### src/rtl/fbhh_pkg.sv
// ----------------------------------------------------------------------------
// fbhh_pkg
// Shared types and constants for the flow byte heavy-hitter table.
// ----------------------------------------------------------------------------
package fbhh_pkg;

	localparam int unsigned DEFAULT_ENTRIES = 256;

	localparam logic [15:0] ETHER_IPV4 = 16'h0800;
	localparam logic [7:0]  PROTO_TCP  = 8'd6;
	localparam logic [7:0]  PROTO_UDP  = 8'd17;
	localparam logic [15:0] LEN_ETH    = 16'd14;
	localparam logic [15:0] LEN_IP     = 16'd34;
	localparam logic [15:0] LEN_UDP    = 16'd42;
	localparam logic [15:0] LEN_TCP    = 16'd54;

	localparam logic [31:0] LIMIT_RESET = 32'd1024;
	localparam logic [31:0] MASK_RESET  = 32'hFFFF_FFF0;

	localparam logic [0:0] REG_BYTE_LIMIT = 1'b0;
	localparam logic [0:0] REG_SRC_MASK   = 1'b1;

	localparam logic [1:0] VERDICT_DROP  = 2'd0;
	localparam logic [1:0] VERDICT_UNDER = 2'd1;
	localparam logic [1:0] VERDICT_OVER  = 2'd2;

	typedef struct packed {
		logic [63:0] kaddr;
		logic [39:0] kpp;
		logic [15:0] len;
		logic        fin;
	} fbhh_req_t;

	// Token that travels down the chain with a lookup.
	typedef struct packed {
		logic        hit;
		logic        placed;
		logic        removed;
		logic [63:0] total;
	} fbhh_tok_t;

endpackage

### src/rtl/fbhh_cell.sv
// ----------------------------------------------------------------------------
// fbhh_cell
// One table entry. Claims the request when its key matches, or when it is free,
// the request has no FIN and no earlier entry has claimed it; passes the result on.
// ----------------------------------------------------------------------------
module fbhh_cell
	import fbhh_pkg::*;
(
	input  logic      clk,
	input  logic      arst_n,
	input  logic      vld_in,
	input  fbhh_req_t req_in,
	input  fbhh_tok_t tok_in,
	input  logic      commit,
	output logic      vld_out,
	output fbhh_req_t req_out,
	output fbhh_tok_t tok_out
);

	logic        valid_q;
	logic        pend_q;
	logic [63:0] kaddr_q;
	logic [39:0] kpp_q;
	logic [63:0] count_q;
	logic        match;
	logic        take;
	logic [63:0] sum;
	fbhh_tok_t   tok_nxt;

	// A free entry only reserves itself on the way down. A matching entry may
	// still sit further along the chain, so the entry becomes valid only when
	// the request leaves the chain without a hit.
	assign match = valid_q && kaddr_q == req_in.kaddr && kpp_q == req_in.kpp;
	assign take  = !valid_q && !tok_in.placed && !req_in.fin;
	assign sum   = count_q + {48'd0, req_in.len};

	always_comb begin
		tok_nxt = tok_in;
		if (match && !tok_in.hit) begin
			tok_nxt.hit     = 1'b1;
			tok_nxt.total   = sum;
			tok_nxt.removed = req_in.fin;
		end
		if (take)
			tok_nxt.placed = 1'b1;
	end

	always_ff @(posedge clk or negedge arst_n) begin
		if (!arst_n) begin
			valid_q <= 1'b0;
			pend_q  <= 1'b0;
			vld_out <= 1'b0;
		end else begin
			vld_out <= vld_in;
			if (vld_in) begin
				pend_q <= take && !tok_in.hit;
				if (match && !tok_in.hit && req_in.fin)
					valid_q <= 1'b0;
			end else if (commit && pend_q) begin
				valid_q <= 1'b1;
				pend_q  <= 1'b0;
			end
		end
	end

	always_ff @(posedge clk) begin
		req_out <= req_in;
		tok_out <= tok_nxt;
		if (vld_in) begin
			if (match && !tok_in.hit)
				count_q <= sum;
			else if (take && !tok_in.hit) begin
				kaddr_q <= req_in.kaddr;
				kpp_q   <= req_in.kpp;
				count_q <= {48'd0, req_in.len};
			end
		end
	end

endmodule

### config.mk
export PLATFORM = sky130hd
export DESIGN_NAME = fbhh_cell
export DESIGN_NICKNAME = d
export VERILOG_FILES = /design/src/rtl/fbhh_pkg.sv /design/src/rtl/fbhh_cell.sv
export SDC_FILE = /design/constraint.sdc
export NUM_CORES = 1
export LEC_CHECK = 0
export ABC_AREA = 1
export BUFFER_PORTS_ARGS = -buffer_cell sky130_fd_sc_hd__clkbuf_2
export CAP_MARGIN = 20
export CORE_ASPECT_RATIO = 0.7
export CORE_UTILIZATION = 28
export CTS_CLUSTER_SIZE = 40
export DETAILED_ROUTE_END_ITERATION = 10
export PLACE_DENSITY = 0.53
export SLEW_MARGIN = 20
export SYNTH_ARGS = -nofsm -noshare
export SYNTH_HDL_FRONTEND = slang
export SYNTH_SLANG_ARGS = --single-unit
export TNS_END_PERCENT = 5
### constraint.sdc
create_clock -name clk -period 6.8 [get_ports clk]
set_clock_uncertainty 0.15 [all_clocks]
set_input_delay 1.36 -clock clk [delete_from_list [all_inputs] [get_ports clk]]
set_output_delay 1.36 -clock clk [all_outputs]
set_load 0.1 [all_outputs]
=== Word level (Yosys, flattened, before mapping) ===
Index checks and enable logic that the tools add are counted.

* Input port bits: 192
* Latch bits: 0
* Output and inout port bits: 189
* Memory bits (writable): 0
* Memories: 0
* Bits in registers: 359
* Logic and storage cells: 44
* ROM bits: 0

* Reductions and logical operators: 17
* Multipliers: 0
* Add/sub/neg operators: 1
* Shift-type cells: 0
* Eq/ne operators: 3
* Mux-type cells: 8
* Div/mod/pow operators: 0
* Bitwise gates (word level): 1
* Order comparisons: 0

{| class="wikitable"
|+ Operators with widths
! cell !! number
|-
| $mux 64 || 2
|-
| $mux 65 || 1
|-
| $add 64x16->64 || 1
|-
| $eq 64x64->1 || 1
|-
| $eq 40x40->1 || 1
|-
| $logic_and 1x1->1 || 8
|-
| $mux 1 || 5
|-
| $logic_not 1->1 || 4
|-
| $reduce_and 2->1 || 2
|-
| $reduce_bool 2->1 || 2
|-
| $reduce_and 3->1 || 1
|-
| $ne 2x1->1 const B || 1
|-
| $not 1->1 || 1
|}

=== Longest topological paths before layout ===
* Depth after elaboration: 7
* Depth in mapped cells: 15
* Mapped depth without buffers: 14

=== Worst setup path before layout ===
OpenSTA, ideal clock, no wires.

* Kind: input-to-reg
* Start: in req_in[23] (netlist bit)
* End: reg count_q[0] (enable)
* Setup slack: -0.885 ns
* Data arrival time: 6.961 ns
* Setup time: 0.574 ns
* Required time: 6.076 ns
* Stages: 10
* Path through: xnor2_1 > nand2_1 > nor2_1 > nand2_1 > nor2_1 > nand3_2 > nor2_4 > nand2_4 > clkbuf_1 > o21ai_0

* Longest elaborated chain between the ends: 5

{| class="wikitable"
|+ Ends and longest elaborated chain
! element !! RTL line !! text
|-
| from (decl) || fbhh_cell.sv:12 || <nowiki>input fbhh_req_t req_in,</nowiki>
|-
| $eq 40x40->1 || fbhh_cell.sv:33 || <nowiki>assign match = valid_q && kaddr_q == req_in.kaddr && kpp_q == req_in.kpp;</nowiki>
|-
| $logic_and 1x1->1 || fbhh_cell.sv:33 ||
|-
| $logic_and 1x1->1 || fbhh_cell.sv:70 || <nowiki>if (match && !tok_in.hit)</nowiki>
|-
| $reduce_bool 2->1 (no source line) || n/a ||
|-
| $reduce_and 2->1 (no source line) || n/a ||
|-
| to (signal assigned) || fbhh_cell.sv:71 || <nowiki>count_q <= sum;</nowiki>
|-
| to (signal assigned) || fbhh_cell.sv:75 || <nowiki>count_q <= {48'd0, req_in.len};</nowiki>
|-
| to (decl) || fbhh_cell.sv:24 || <nowiki>logic [63:0] count_q;</nowiki>
|}

Every way passes these cells.
A chain may end at the register's enable or synchronous reset.

=== Worst setup path in the final report ===
* Start: in req_in[105] (netlist bit)
* End: reg count_q[58] (enable)

* Longest elaborated chain between the ends: 6

{| class="wikitable"
|+ Ends and longest elaborated chain
! element !! RTL line
|-
| $eq 64x64->1 || fbhh_cell.sv:33
|-
| $logic_and 1x1->1 (2 in a row) || fbhh_cell.sv:33
|-
| $logic_and 1x1->1 || fbhh_cell.sv:70
|-
| $reduce_bool 2->1 (no source line) || n/a
|-
| $reduce_and 2->1 (no source line) || n/a
|}

Every way passes these cells.

==> metrics.cfg <==
[global_route]
grt_overflow_total=0
grt_pass1_wl_um=78040
track_usage=0.1792
grt_pass1_vias=12939
antenna_found_initial=2
grt_max_degree=98

[clocking]
htreeDepth=2
cts_buffers=39
holdBufCountCts=0
cts_num_sinks=359
post-cts-setup-buffer-count=0
clk_latency_ps=560
cts.repair.resized=0
path_clk_slew_ps=60
clockBufferDepth=3
root_buffer=clkbuf_16
cts_tree=built

[die]
coreArea_mm2=0.05567
io_pins=381
start_util=0.2860
fp.dieW_um=287.0
num_rows=72
fp.dieH_um=201.5
die_area_mm2=0.05784

[timing]
setup_slack_ps=2344
min_period_over_period=0.6553
rsz0062_at_grt=no
worstMarginPinSlew_ps=966.8
fin_setup_tns_ps=0
hold_viol=0
slew-limit-headroom=0.3555
min_period_ps=4456
slew_violations=0
setup_viol=0
fmax_ghz=0.2244

[setup_path]
critPathTopFamily=simple AND/OR/NAND/NOR gates
crit_buf_inv=3
endpoint_kind=flop
r2r_start=kaddr_q[48]
crit_path_start_kind=input pin
slowest_stage=buf_4
crit_chain=clkbuf_2 > xnor2_1 > nand2_1 > nor2_1 > nand2_1 > nor2_1 > nand3_2 > nor2_4 > buf_4 > nand2_4 > o21ai_4 > buf_4
crit_path_start=req_in[105]
cp.arrival_ps=4480
required_ps=6820
crit_fanout=64
cpPeakStageDelay_ps=660
criticalPathCategory=in2reg

[logic_synthesis]
synth_top_area_frac=0.3168
avgSynthCellArea_um2=7.949
yosys.area.top_type=edfxtp_1
ys_ff_latch=359
async_flop_share=0.008357
syn_inst=2003
synth-edff-count=168
syn_nets=2212
ys_top_cells_by_area=edfxtp_1 32%, dfxtp_1 24%, nand2_1 18%
synth_commonest_cells=772 x nand2_1, 355 x inv_1, 197 x nor2_1
synth_most_common_cell=nand2_1
synth.distinct_cells=35
ys_warn_count=0
netlist_area_mm2=0.01592
yosysSeqAreaShare=0.5579
synth_ff_type=dfxtp_1

[placement]
post-place-ws_ps=1773
gp_congestion=0.8739
hpwlAfterDp_um=41930
port_buffers=380

[pwr]
power_frac_clock=0.405
power_density_mw_per_mm2=258.9
power.switching_mw=1.543
peakVddDrop_mv=0.1915
internal-power_mw=3.621
pwr-share-comb=0.144
power_leakage_nw=10.29
switching_share=0.2988
seqPwrFrac=0.451

[drt]
drt_iter0_drc=1104
post_drt_wl_per_cell_um=16.50
wl_met2_um=20070
wirelength_met1_um=27810
drc_errors=0
wirelength_um=52480
ant_nets=0
wl_met3_um=4001
via_per_inst=4.371
drt_pre_antenna_iters=5
top_layer_used=met4
vias=13904

[min_path]
min_from=pend_q
hold_class=reg2reg

[status]
outcome=complete, no violations

[layout]
fillers=5882
seq_area_mm2=0.008884
multi_input_area_mm2=0.005600
finish.utilization=0.3583
drive_gt1_frac=0.1897
area_growth_pct=25.27
nets=2619
diodes=0

[flow_run]
max_cap_violations=0

-- power by group through the flow --
stage               Clock, mW  Sequential [mW]  Combinational [mW]
finish                   2.09             2.33               0.742
global route             2.25             2.33               0.780
CTS                      2.16             2.33               0.745
detailed placement          0             2.38               0.744
global placement            0             2.38               0.741
floorplan                   0             2.81               0.113
-- per-layer routing --
| metal | vias up | GRT usage |
|---|---|---|
| met2 | 430 | 0.2379 |
| met4 | 0 | 0.03495 |
| met1 | 6433 | 0.2904 |
| met3 | 41 | 0.03605 |
| met5 | - | 0 |
| li1 | 7000 | - |
-- cells in the final DEF, fill, tap and decap left out, types with 5 or more instances in the layout --
cell type  instances
xor2_1            34
xnor2_1           13
clkbuf_1           8
nor3_1            39
edfxtp_1         168
clkbuf_16         41
nand3_1           70
clkbuf_2         380
nor2_1           197
ha_1              16
buf_4              5
clkbuf_8           6
nand3b_1           7
clkinv_2           6
inv_1            354
a21oi_1           14
nand2_1          772
dfxtp_1          188
nand4_1           56
o21ai_0           27
-- metrics by stage --
stage / cells / instance area (um^2) / total power, mW / hold slack, ps
2_1_floorplan: 2003 / 15920 / 2.923 / 352.5
4_1_cts: 3181 / 19950 / 5.239 / 422.5
5_1_grt: 3181 / 19950 / 5.362 / 442.7
3_3_place_gp: 3109 / 18700 / 3.117 / 380.9
3_5_place_dp: 3109 / 18700 / 3.120 / 414.2
6_report: 3181 / 19950 / 5.164 / 421.1
-- worst paths after layout --
| check | depth (start not counted) | slack, ps | to |
|---|---|---|---|
| min in group asynchronous | 1 | 480 | vld_out |
| worst min register to register | 2 | 420 | pend_q |
| worst max register to register | 11 | 2900 | count_q[58] |
| worst max-delay path | 12 | 2340 | count_q[58] |
| max in group asynchronous | 1 | 5880 | pend_q |
| worst min-delay path | 2 | 420 | pend_q |
-- area by class of cell --
cell class,count,area share
clock inverters,17,0.005645
well taps,740,0.04642
repair buffers,385,0.09723
multi-input cells,1267,0.2808
clock buffers,55,0.05708
flip-flops and latches,359,0.4454
inverters,358,0.06749
-- tightest hold or removal path, delay by kind of cell (launching register included) --
family	cells	cell delay (ps)
DFF	1	380
AOI/OAI and AO/OA	1	70
and+or+nand+nor	1	70
-- registers in the layout (all words and copies together), names as in the netlist --
| name | count |
|---|---|
| tok_out | 67 |
| kaddr_q | 64 |
| kpp_q | 40 |
| count_q | 64 |
| vld_out | 1 |
| pend_q | 1 |
| valid_q | 1 |
| req_out | 121 |
-- kinds of logic (layout without fill, tap and decap cells) --
logic type      Yosys count  count (layout)  share of synthesized area
xor+xnor                 47              47                    0.02585
flops                   359             359                     0.5579
simple gates           1157            1157                     0.2963
compound gates           46              46                    0.01501
fa+ha+maj                17              17                    0.01383
buf+inv                 377             815                    0.09107
Note: power is estimated with default switching activity, not from simulation.
